<file path="config.mk">
export PLATFORM = sky130hd
export DESIGN_NAME = hashed_block_cache_manager_core
export DESIGN_NICKNAME = d
export VERILOG_FILES = /design/src/rtl/hbcm_pkg.sv /design/src/rtl/hbcm_ram.sv /design/src/rtl/hbcm_mod_unit.sv /design/src/rtl/hashed_block_cache_manager_core.sv
export SDC_FILE = /design/constraint.sdc
export NUM_CORES = 2
export LEC_CHECK = 0
export ABC_AREA = 1
export BUFFER_PORTS_ARGS = -buffer_cell sky130_fd_sc_hd__buf_2
export CORE_MARGIN = 2
export CORE_UTILIZATION = 45
export CTS_BUF_LIST = sky130_fd_sc_hd__clkbuf_16
export CTS_CLUSTER_DIAMETER = 100
export DETAILED_ROUTE_END_ITERATION = 7
export SYNTH_ARGS = -nofsm -noshare
export SYNTH_HDL_FRONTEND = slang
export SYNTH_SLANG_ARGS = --single-unit
</file>
<file path="constraint.sdc">
create_clock -name clk -period 6.5 [get_ports clk]
set_clock_uncertainty 0.05 [all_clocks]
set_input_delay 0 -clock clk [delete_from_list [all_inputs] [get_ports clk]]
set_output_delay 0 -clock clk [all_outputs]
set_load 0.005 [all_outputs]
</file>
<file path="src/rtl/hbcm_pkg.sv">
// hbcm_pkg: request and response types, command and status codes, sequencer states
// for the hashed block cache manager. It has no dependencies.
package hbcm_pkg;

	localparam int BLK_W = 32;
	localparam int DEV_W = 8;
	localparam int CNT_W = 8;
	localparam int TAG_W = DEV_W + BLK_W;

	typedef enum logic [1:0] {
		CMD_GET     = 2'd0,
		CMD_RELEASE = 2'd1,
		CMD_PIN     = 2'd2,
		CMD_UNPIN   = 2'd3
	} cmd_t;

	typedef enum logic [1:0] {
		ST_OK      = 2'd0,
		ST_NO_FREE = 2'd1,
		ST_COUNT   = 2'd2
	} status_t;

	typedef struct packed {
		cmd_t              cmd;
		logic [DEV_W-1:0]  device_id;
		logic [BLK_W-1:0]  block_number;
		logic [4:0]        buffer_index;
	} req_t;

	typedef struct packed {
		logic [4:0] granted_buffer;
		logic       needs_read;
		status_t    status;
	} rsp_t;

	typedef enum logic [4:0] {
		S_INIT_HEAD,
		S_INIT_BUF0,
		S_INIT_BUF1,
		S_IDLE,
		S_GET_MOD,
		S_HIT_FIRST,
		S_HIT_WALK,
		S_FREE_HEAD,
		S_FREE_FIRST,
		S_FREE_WALK,
		S_BUF_RD,
		S_BUF_CHK,
		S_REL_MOD,
		S_UNLINK,
		S_PUSH_RD,
		S_PUSH_A,
		S_PUSH_B,
		S_RETAG,
		S_DONE
	} state_t;

endpackage

</file>
<file path="src/rtl/hbcm_ram.sv">
// hbcm_ram: generic single-write, single-read RAM with registered read data.
// No dependencies.
module hbcm_ram #(
	parameter int WIDTH = 8,
	parameter int DEPTH = 32
) (
	input  logic                     clk,
	input  logic                     we,
	input  logic [$clog2(DEPTH)-1:0] waddr,
	input  logic [WIDTH-1:0]         wdata,
	input  logic [$clog2(DEPTH)-1:0] raddr,
	output logic [WIDTH-1:0]         rdata
);

	logic [WIDTH-1:0] mem [DEPTH];

	always_ff @(posedge clk) begin
		if (we) begin
			mem[waddr] <= wdata;
		end
		rdata <= mem[raddr];
	end

endmodule

</file>
<file path="src/rtl/hbcm_mod_unit.sv">
// hbcm_mod_unit: remainder of a block number by a constant bucket count, by reciprocal
// multiplication in a quotient phase and then a remainder phase. Uses hbcm_pkg.
module hbcm_mod_unit
	import hbcm_pkg::*;
#(
	parameter int DIVISOR = 8,
	parameter int RW      = 3
) (
	input  logic             clk,
	input  logic             arst_n,
	input  logic             start,
	input  logic [BLK_W-1:0] dividend,
	output logic             done,
	output logic [RW-1:0]    remainder
);

	// reciprocal of the divisor scaled by 2^(BLK_W + SH), rounded up
	localparam int SH = (DIVISOR > 1) ? $clog2(DIVISOR) : 0;
	localparam int MW = BLK_W + 1;
	localparam int PW = BLK_W + MW;
	localparam logic [63:0]    SCALE  = 64'd1 << (BLK_W + SH);
	localparam logic [MW-1:0]  RECIP  = MW'((SCALE + 64'(DIVISOR) - 64'd1) / 64'(DIVISOR));
	localparam logic [RW-1:0]  DIV_LO = RW'(DIVISOR);

	logic             done_q;
	logic [1:0]       phase_q;
	logic [BLK_W-1:0] x_q;
	logic [BLK_W-1:0] quot_q;
	logic [RW-1:0]    r_q;
	logic [PW-1:0]    prod;

	// quotient estimate: dividend times the scaled reciprocal
	always_comb begin
		prod = {{MW{1'b0}}, x_q} * {{BLK_W{1'b0}}, RECIP};
	end

	// phase 0 forms the quotient, phase 1 the remainder
	always_ff @(posedge clk or negedge arst_n) begin
		if (!arst_n) begin
			phase_q <= '0;
			done_q  <= 1'b0;
		end else begin
			phase_q <= {phase_q[0], start};
			done_q  <= phase_q[1];
		end
	end

	// remainder only needs the low bits of dividend minus quotient times divisor
	always_ff @(posedge clk) begin
		if (start) begin
			x_q <= dividend;
		end
		if (phase_q[0]) begin
			quot_q <= BLK_W'(prod >> (BLK_W + SH));
		end
		if (phase_q[1]) begin
			r_q <= x_q[RW-1:0] - RW'(quot_q[RW-1:0] * DIV_LO);
		end
	end

	assign done      = done_q;
	assign remainder = r_q;

endmodule

</file>
<file path="src/rtl/hashed_block_cache_manager_core.sv">
// Hashed block cache manager: buffer descriptors in hash buckets, each an LRU ring.
// A get hashes the block number and walks its own ring; on a miss it searches the buckets
// for a free buffer, steals one from another bucket if its own has none, and retags it.
// Pin, unpin and release update the count; a freeing release moves the buffer to its ring head.
// One request at a time: the next can be taken in the same cycle as the response is raised.
// After reset a clearing pass over the bucket heads and then the buffers builds the rings.
module hashed_block_cache_manager_core
	import hbcm_pkg::*;
#(
	parameter int NUM_BUFFERS = 32,
	parameter int NUM_BUCKETS = 8
) (
	input  logic clk,
	input  logic arst_n,
	input  logic req_valid,
	output logic req_ready,
	input  req_t req,
	output logic rsp_valid,
	input  logic rsp_ready,
	output rsp_t rsp
);

	localparam int NODES = NUM_BUFFERS + NUM_BUCKETS;
	localparam int NW    = $clog2(NODES);
	localparam int BW    = $clog2(NUM_BUFFERS);
	localparam int KW    = (NUM_BUCKETS > 1) ? $clog2(NUM_BUCKETS) : 1;
	localparam int CVW   = CNT_W + 1;
	localparam logic [NW-1:0] N_NODE = NW'(NUM_BUFFERS);
	localparam logic [NW-1:0] B_NODE = NW'(NUM_BUCKETS);

	state_t        state_q, state_d;
	req_t          req_q, req_d;
	rsp_t          res_q, res_d, rsp_q, rsp_d;
	logic          rsp_valid_q, rsp_valid_d;
	logic [KW-1:0] bucket_q, bucket_d, scan_q, scan_d, init_k_q, init_k_d;
	logic          steal_q, steal_d;
	logic [NW-1:0] node_q, node_d, link_f_q, link_f_d, link_p_q, link_p_d;
	logic [NW-1:0] first_q, first_d, init_i_q, init_i_d;

	// RAM ports
	logic             tag_we, cnt_we, fwd_we, bwd_we;
	logic [BW-1:0]    tag_waddr, tag_raddr, cnt_waddr, cnt_raddr;
	logic [TAG_W-1:0] tag_wdata, tag_rdata;
	logic [CVW-1:0]   cnt_wdata, cnt_rdata;
	logic [NW-1:0]    fwd_waddr, fwd_raddr, fwd_wdata, fwd_rdata;
	logic [NW-1:0]    bwd_waddr, bwd_raddr, bwd_wdata, bwd_rdata;

	// hash unit
	logic             mod_start, mod_done;
	logic [BLK_W-1:0] mod_x;
	logic [KW-1:0]    mod_rem;

	logic [NW-1:0] head_own, head_scan, head_init, head_rem;
	logic [KW:0]   k_next;
	logic          tag_hit;
	logic [CNT_W-1:0] rc;

	hbcm_ram #(.WIDTH(TAG_W), .DEPTH(NUM_BUFFERS)) u_tag_ram (
		.clk(clk), .we(tag_we), .waddr(tag_waddr), .wdata(tag_wdata),
		.raddr(tag_raddr), .rdata(tag_rdata)
	);

	hbcm_ram #(.WIDTH(CVW), .DEPTH(NUM_BUFFERS)) u_cnt_ram (
		.clk(clk), .we(cnt_we), .waddr(cnt_waddr), .wdata(cnt_wdata),
		.raddr(cnt_raddr), .rdata(cnt_rdata)
	);

	hbcm_ram #(.WIDTH(NW), .DEPTH(NODES)) u_fwd_ram (
		.clk(clk), .we(fwd_we), .waddr(fwd_waddr), .wdata(fwd_wdata),
		.raddr(fwd_raddr), .rdata(fwd_rdata)
	);

	hbcm_ram #(.WIDTH(NW), .DEPTH(NODES)) u_bwd_ram (
		.clk(clk), .we(bwd_we), .waddr(bwd_waddr), .wdata(bwd_wdata),
		.raddr(bwd_raddr), .rdata(bwd_rdata)
	);

	hbcm_mod_unit #(.DIVISOR(NUM_BUCKETS), .RW(KW)) u_mod (
		.clk(clk), .arst_n(arst_n), .start(mod_start), .dividend(mod_x),
		.done(mod_done), .remainder(mod_rem)
	);

	assign head_own  = N_NODE + NW'(bucket_q);
	assign head_scan = N_NODE + NW'(scan_q);
	assign head_init = N_NODE + NW'(init_k_q);
	assign head_rem  = N_NODE + NW'(mod_rem);
	assign tag_hit   = (tag_rdata == {req_q.device_id, req_q.block_number});
	assign rc        = cnt_rdata[CNT_W-1:0];

	// next bucket to steal from, skipping the own bucket
	always_comb begin
		k_next = steal_q ? ({1'b0, scan_q} + 1'b1) : '0;
		if (k_next == {1'b0, bucket_q} && k_next < (KW+1)'(NUM_BUCKETS)) begin
			k_next = k_next + 1'b1;
		end
	end

	// sequencer: next state, RAM controls, working registers
	always_comb begin
		state_d     = state_q;
		req_d       = req_q;
		res_d       = res_q;
		rsp_d       = rsp_q;
		rsp_valid_d = rsp_valid_q && !rsp_ready;
		bucket_d    = bucket_q;
		scan_d      = scan_q;
		steal_d     = steal_q;
		node_d      = node_q;
		link_f_d    = link_f_q;
		link_p_d    = link_p_q;
		first_d     = first_q;
		init_i_d    = init_i_q;
		init_k_d    = init_k_q;
		tag_we      = 1'b0;
		tag_waddr   = BW'(node_q);
		tag_wdata   = {req_q.device_id, req_q.block_number};
		tag_raddr   = BW'(node_q);
		cnt_we      = 1'b0;
		cnt_waddr   = BW'(node_q);
		cnt_wdata   = '0;
		cnt_raddr   = BW'(node_q);
		fwd_we      = 1'b0;
		fwd_waddr   = node_q;
		fwd_wdata   = node_q;
		fwd_raddr   = node_q;
		bwd_we      = 1'b0;
		bwd_waddr   = node_q;
		bwd_wdata   = node_q;
		bwd_raddr   = node_q;
		mod_start   = 1'b0;
		mod_x       = req.block_number;
		req_ready   = 1'b0;

		unique case (state_q)
			// empty rings on every bucket head
			S_INIT_HEAD: begin
				fwd_we    = 1'b1;
				fwd_waddr = head_init;
				fwd_wdata = head_init;
				bwd_we    = 1'b1;
				bwd_waddr = head_init;
				bwd_wdata = head_init;
				if (init_k_q == KW'(NUM_BUCKETS - 1)) begin
					init_k_d = '0;
					init_i_d = '0;
					state_d  = S_INIT_BUF0;
				end else begin
					init_k_d = init_k_q + 1'b1;
				end
			end
			// buffer node links and cleared tag and count
			S_INIT_BUF0: begin
				fwd_we    = 1'b1;
				fwd_waddr = init_i_q;
				fwd_wdata = (init_i_q >= B_NODE) ? init_i_q - B_NODE : head_init;
				bwd_we    = 1'b1;
				bwd_waddr = init_i_q;
				bwd_wdata = (init_i_q + B_NODE < N_NODE) ? init_i_q + B_NODE : head_init;
				tag_we    = 1'b1;
				tag_waddr = BW'(init_i_q);
				tag_wdata = '0;
				cnt_we    = 1'b1;
				cnt_waddr = BW'(init_i_q);
				cnt_wdata = '0;
				state_d   = S_INIT_BUF1;
			end
			// head links for the newest and oldest buffer of the bucket
			S_INIT_BUF1: begin
				fwd_waddr = head_init;
				fwd_wdata = init_i_q;
				fwd_we    = (init_i_q + B_NODE >= N_NODE);
				bwd_waddr = head_init;
				bwd_wdata = init_i_q;
				bwd_we    = (init_i_q < B_NODE);
				if (init_i_q == N_NODE - 1'b1) begin
					state_d = S_IDLE;
				end else begin
					init_i_d = init_i_q + 1'b1;
					init_k_d = (init_k_q == KW'(NUM_BUCKETS - 1)) ? '0 : init_k_q + 1'b1;
					state_d  = S_INIT_BUF0;
				end
			end
			S_IDLE: begin
				req_ready = 1'b1;
				if (req_valid) begin
					req_d  = req;
					node_d = NW'(req.buffer_index);
					res_d  = '{granted_buffer: '0, needs_read: 1'b0, status: ST_OK};
					if (req.cmd == CMD_GET) begin
						mod_start = 1'b1;
						state_d   = S_GET_MOD;
					end else if (int'(req.buffer_index) < NUM_BUFFERS) begin
						state_d = S_BUF_RD;
					end else begin
						state_d = S_DONE;
					end
				end
			end
			S_GET_MOD: begin
				fwd_raddr = head_rem;
				if (mod_done) begin
					bucket_d = mod_rem;
					state_d  = S_HIT_FIRST;
				end
			end
			// lookup walk from the head of the own bucket
			S_HIT_FIRST, S_HIT_WALK: begin
				if (state_q == S_HIT_WALK && tag_hit) begin
					res_d.granted_buffer = 5'(node_q);
					if (rc == {CNT_W{1'b1}}) begin
						res_d.status = ST_COUNT;
					end else begin
						cnt_we               = 1'b1;
						cnt_wdata            = {1'b1, rc + 1'b1};
						res_d.needs_read     = !cnt_rdata[CNT_W];
					end
					state_d = S_DONE;
				end else if (fwd_rdata == head_own) begin
					scan_d  = bucket_q;
					steal_d = 1'b0;
					state_d = S_FREE_HEAD;
				end else begin
					node_d    = fwd_rdata;
					tag_raddr = BW'(fwd_rdata);
					cnt_raddr = BW'(fwd_rdata);
					fwd_raddr = fwd_rdata;
					state_d   = S_HIT_WALK;
				end
			end
			S_FREE_HEAD: begin
				bwd_raddr = head_scan;
				state_d   = S_FREE_FIRST;
			end
			// free buffer search from the tail of the scanned bucket
			S_FREE_FIRST, S_FREE_WALK: begin
				if (state_q == S_FREE_WALK && rc == '0) begin
					link_f_d = fwd_rdata;
					link_p_d = bwd_rdata;
					state_d  = steal_q ? S_UNLINK : S_RETAG;
				end else if (bwd_rdata == head_scan) begin
					if (k_next >= (KW+1)'(NUM_BUCKETS)) begin
						res_d.status = ST_NO_FREE;
						state_d      = S_DONE;
					end else begin
						scan_d  = k_next[KW-1:0];
						steal_d = 1'b1;
						state_d = S_FREE_HEAD;
					end
				end else begin
					node_d    = bwd_rdata;
					cnt_raddr = BW'(bwd_rdata);
					fwd_raddr = bwd_rdata;
					bwd_raddr = bwd_rdata;
					state_d   = S_FREE_WALK;
				end
			end
			S_BUF_RD: begin
				state_d = S_BUF_CHK;
			end
			// count update for release, pin and unpin
			S_BUF_CHK: begin
				state_d = S_DONE;
				if (req_q.cmd == CMD_PIN) begin
					if (rc == {CNT_W{1'b1}}) begin
						res_d.status = ST_COUNT;
					end else begin
						cnt_we    = 1'b1;
						cnt_wdata = {cnt_rdata[CNT_W], rc + 1'b1};
					end
				end else if (rc == '0) begin
					res_d.status = ST_COUNT;
				end else begin
					cnt_we    = 1'b1;
					cnt_wdata = {cnt_rdata[CNT_W], rc - 1'b1};
					if (req_q.cmd == CMD_RELEASE && rc == CNT_W'(1)) begin
						link_f_d  = fwd_rdata;
						link_p_d  = bwd_rdata;
						mod_x     = tag_rdata[BLK_W-1:0];
						mod_start = 1'b1;
						state_d   = S_REL_MOD;
					end
				end
			end
			S_REL_MOD: begin
				if (mod_done) begin
					bucket_d = mod_rem;
					state_d  = S_UNLINK;
				end
			end
			S_UNLINK: begin
				fwd_we    = 1'b1;
				fwd_waddr = link_p_q;
				fwd_wdata = link_f_q;
				bwd_we    = 1'b1;
				bwd_waddr = link_f_q;
				bwd_wdata = link_p_q;
				state_d   = S_PUSH_RD;
			end
			S_PUSH_RD: begin
				fwd_raddr = head_own;
				state_d   = S_PUSH_A;
			end
			S_PUSH_A: begin
				first_d   = fwd_rdata;
				fwd_we    = 1'b1;
				fwd_wdata = fwd_rdata;
				bwd_we    = 1'b1;
				bwd_wdata = head_own;
				state_d   = S_PUSH_B;
			end
			S_PUSH_B: begin
				bwd_we    = 1'b1;
				bwd_waddr = first_q;
				bwd_wdata = node_q;
				fwd_we    = 1'b1;
				fwd_waddr = head_own;
				fwd_wdata = node_q;
				state_d   = (req_q.cmd == CMD_GET) ? S_RETAG : S_DONE;
			end
			S_RETAG: begin
				tag_we    = 1'b1;
				cnt_we    = 1'b1;
				cnt_wdata = {1'b1, CNT_W'(1)};
				res_d     = '{granted_buffer: 5'(node_q), needs_read: 1'b1, status: ST_OK};
				state_d   = S_DONE;
			end
			S_DONE: begin
				if (!rsp_valid_q || rsp_ready) begin
					rsp_d       = res_q;
					rsp_valid_d = 1'b1;
					state_d     = S_IDLE;
				end
			end
			default: begin
				state_d = S_IDLE;
			end
		endcase
	end

	// control state
	always_ff @(posedge clk or negedge arst_n) begin
		if (!arst_n) begin
			state_q     <= S_INIT_HEAD;
			rsp_valid_q <= 1'b0;
			init_i_q    <= '0;
			init_k_q    <= '0;
		end else begin
			state_q     <= state_d;
			rsp_valid_q <= rsp_valid_d;
			init_i_q    <= init_i_d;
			init_k_q    <= init_k_d;
		end
	end

	// working payload
	always_ff @(posedge clk) begin
		req_q    <= req_d;
		res_q    <= res_d;
		rsp_q    <= rsp_d;
		bucket_q <= bucket_d;
		scan_q   <= scan_d;
		steal_q  <= steal_d;
		node_q   <= node_d;
		link_f_q <= link_f_d;
		link_p_q <= link_p_d;
		first_q  <= first_d;
	end

	assign rsp_valid = rsp_valid_q;
	assign rsp       = rsp_q;

endmodule

</file>
==> out/qor.yml <==
status: "finished, final reports clean"
worst-path-max-fanout: 120
grt_overflow: 0
totalWireLength_um: 252000
tightest_slew_ns: 1.26
dr_total_vias: 59400
min_period_ns: 5.11
htree_levels: 4
finalSetupViolCount: 0
cp-startpoint: "req_q[41]"
ios: 61
firstDrtPassIters: 6
synthAdderAreaFrac: 0.00165
start_kind: "flip-flop"
drtAntennaViolNets: 0
numCtsBuffers: 227
die-area_um2: 206000
yosysWarningCount: 0
setup.worst_path.end: "u_fwd_ram.rdata[1]"
clock_path_buffers: 3
clk_pin_slew_ns: 0.06
root_buffer: "clkbuf_16"
yosys.area.top_type_share: 0.707
grt_pass1_wl_um: 374000
synth_edf_count: 2143
layout_setup_ws_ns: 1.39
synthXorXnorAreaFrac: 0.00337
synth_mux_area_frac: 0.000248
crit_slowest_cell: "buf_4"
cts-resized-gates: 0
synth_area_leaders: "edfxtp_1 71%, nor2_1 5.5%, o211ai_1 4.3%"
routedWlPerCell_um: 24.2
gp_congestion: 0.891
drt_iter0_drc: 6955
syn2layout_area_growth_pct: 12.7
slew_violations: 0
post-route-period-util: 0.786
die_w_um: 454
r2r-end: "u_fwd_ram.rdata[1]"
r2r_slack_ns: 1.39
drive_gt1_frac: 0.0847
post_cts_buffers: 0
powerDensity_nw_per_um2: 516
async_flop_share: 0.00810
finalHoldViolCount: 0
synth_nets: 7514
core_um2: 201000
vias_per_cell: 5.70
leakage_nw: 35.2
synth_top_family_by_area: "simple AND/OR/NAND/NOR gates"
ys_seq_area_frac: 0.726
grtUsageTotal: 0.242
end_kind: "flip-flop"
r2r_start: "req_q[41]"
start_util: 0.452
drv_cap: 0
hold_path_class: "in2reg"
cpPeakStageDelay_ns: 0.91
fin_nets: 7624
ys_seq_elements: 2222
r2r_cells: 20
netlist-cell-type-count: 67
crit_path_cell_trace: "xnor2_1 -> nand2_1 -> nor2_1 -> nand2_1 -> nor2_2 -> nand3_4 -> nand2_4 -> nand2_2 -> nand2_2 -> nand3_4 -> nand2_4 -> buf_4 -> nand2_1 -> nand3_1 -> nand3_1 -> nand3_1 -> nand3_1 -> nand2_1 -> nand2_1 -> nand2_1"
syn_inst: 7451
clock_latency_ns: 0.88
synth-simple-area-share: 0.129
rsz0062_at_grt: "false"
ys.flop_type: "edfxtp_1"
finalSetupTns_ns: 0
io_buffers: 60
synth-compound-area-share: 0.101
cp_data_required_time_ns: 7.26
rows: 165
drc: 0
grt_start_max_net_pins: 196
first_global_vias: 56600
hpwl_um: 137000
crit_path_frequent_cell: "nand2_1"
grt_antenna_before_repair: 11
syn_area_um2: 91000
ir_drop_v: 0.000603
cts_tree: "done"
avgSynthCellArea_um2: 12.2
fillers: 17400
timing.fmax_mhz: 196
path_class: "reg2reg"
die_h_um: 454
timing.slew.headroom: 0.152
preCtsSetupSlack_ns: 1.40
clkSinkCount: 2222
arrival_ns: 5.87
synth_top_area_cell: "edfxtp_1"
per-stage QoR:
| stage | instances | util | power [mW] | hold WS (ns) | cell area, µm² |
|---|---|---|---|---|---|
| floorplan | 7451 | - | 33.6 | -0.346 | 91000 |
| global placement | 9905 | 0.469 | 40.5 | -0.0742 | 94500 |
| detailed placement | 9905 | 0.469 | 40.7 | -0.0569 | 94500 |
| CTS | 10400 | 0.509 | 53.0 | 0.0892 | 103000 |
| global route | 10400 | 0.509 | 55.8 | 0.147 | 103000 |
| finish | 10400 | 0.509 | 52.9 | 0.161 | 103000 |
cell usage in the layout (no fill, tap or decap), drive strengths merged, types with 61 or more instances in the layout:
cell and count:
edfxtp 2143, a21oi 89, nand2 784, clkbuf 230, buf 229, dlygate4sd3 99, nor2 1354, dfxtp 61
inv 443, clkinv 103, nand3 638, o211ai 525, o21ai 834
logic make-up (layout without fill, tap and decap cells):
| group | after synthesis | count (layout) |
|---|---|---|
| buf+inv | 815 | 1121 |
| xor+xnor | 35 | 35 |
| flops | 2222 | 2222 |
| fa+ha+maj | 12 | 12 |
| other cells | 0 | 1 |
| simple gates | 2839 | 2839 |
| compound gates | 1526 | 1526 |
| mux | 2 | 2 |
synthesized netlist by cell type (3+ instances only):
cell type / number
nand4_1: 12
dfxtp_1: 61
nand3_1: 633
o211ai_1: 520
nor3_1: 13
nand2_2: 8
a22o_1: 4
nor2_1: 1343
inv_2: 26
o21ai_1: 315
nor4_1: 4
a31oi_1: 14
edfxtp_1: 2143
a211oi_1: 6
clkinv_1: 3
or2_0: 12
ha_1: 12
a21oi_2: 4
or2_2: 12
inv_1: 337
buf_4: 23
o21ai_0: 517
buf_6: 6
xnor2_1: 24
o211ai_2: 5
xor2_1: 11
a21oi_1: 83
clkbuf_1: 148
nand2_4: 3
nor2_4: 6
nand2_1: 773
o221ai_1: 6
a221oi_1: 6
nor2_2: 5
buf_1: 22
o22ai_1: 26
nand3_2: 4
dfrtp_1: 18
buf_2: 248
o2111ai_1: 3
per-layer routing:
metal	wire length (µm)	part of all wire	global-route usage
met5	23	0.000091	0
met4	7210	0.029	0.0741
met3	18900	0.075	0.0377
met2	120000	0.47	0.391
met1	107000	0.42	0.337
report_power, final:
group	switching [mW]	total (mW)	internal, mW
Clock	5.52	12.4	6.83
Combinational	15.6	21.0	5.39
Sequential	0.513	19.5	19.0
flip-flops by register name (all words and copies together), names as in the netlist, 5 cells and up:
signal           flops
u_fwd_ram.mem      240
state_q              5
link_f_q             6
req_q               42
first_q              6
init_i_q             6
rsp                  8
u_tag_ram.mem     1280
link_p_q             6
u_cnt_ram.rdata      9
res_q                8
u_cnt_ram.mem      288
u_fwd_ram.rdata      6
node_q               6
u_tag_ram.rdata     40
u_bwd_ram.rdata      6
u_bwd_ram.mem      240
layout make-up:
type | instances | area, µm² | area share
sequential | 2222 | 66000 | 0.644
antenna | 1 | 2.50 | 0.0000244
tap | 2672 | 3340 | 0.0326
multi-input combinational | 4414 | 21900 | 0.214
clock buffer | 230 | 5760 | 0.0561
timing repair buffer | 328 | 2810 | 0.0274
clock inverter | 195 | 1280 | 0.0125
inverter | 368 | 1420 | 0.0138
critical path, delay by kind of cell, from the launching register on:
kind | cells | cell delay, ns
simple gates | 18 | 3.29
flops | 1 | 0.42
buf+inv | 1 | 0.91
xor+xnor | 1 | 0.26
repair_timing:
item                                    4_1_cts  5_1_grt
hold endpoints to repair                    115        0
endpoints found under the setup margin        0        0
hold buffers                                 99        0
worst min-delay path by stage:
stage,slack [ns],cells past startpoint,startpoint,endpoint
3_3_place_gp,-0.07,1,arst_n,rsp_valid
3_5_place_dp,-0.06,1,arst_n,rsp_valid
4_1_cts,0.09,4,req[6],u_mod.x_q[1]
6_report,0.16,5,req[45],u_mod.phase_q[0]
2_1_floorplan,-0.35,0,arst_n,init_i_q[0]
5_1_grt,0.15,3,req[7],u_mod.x_q[2]
Power figures use the tool's default switching activity.
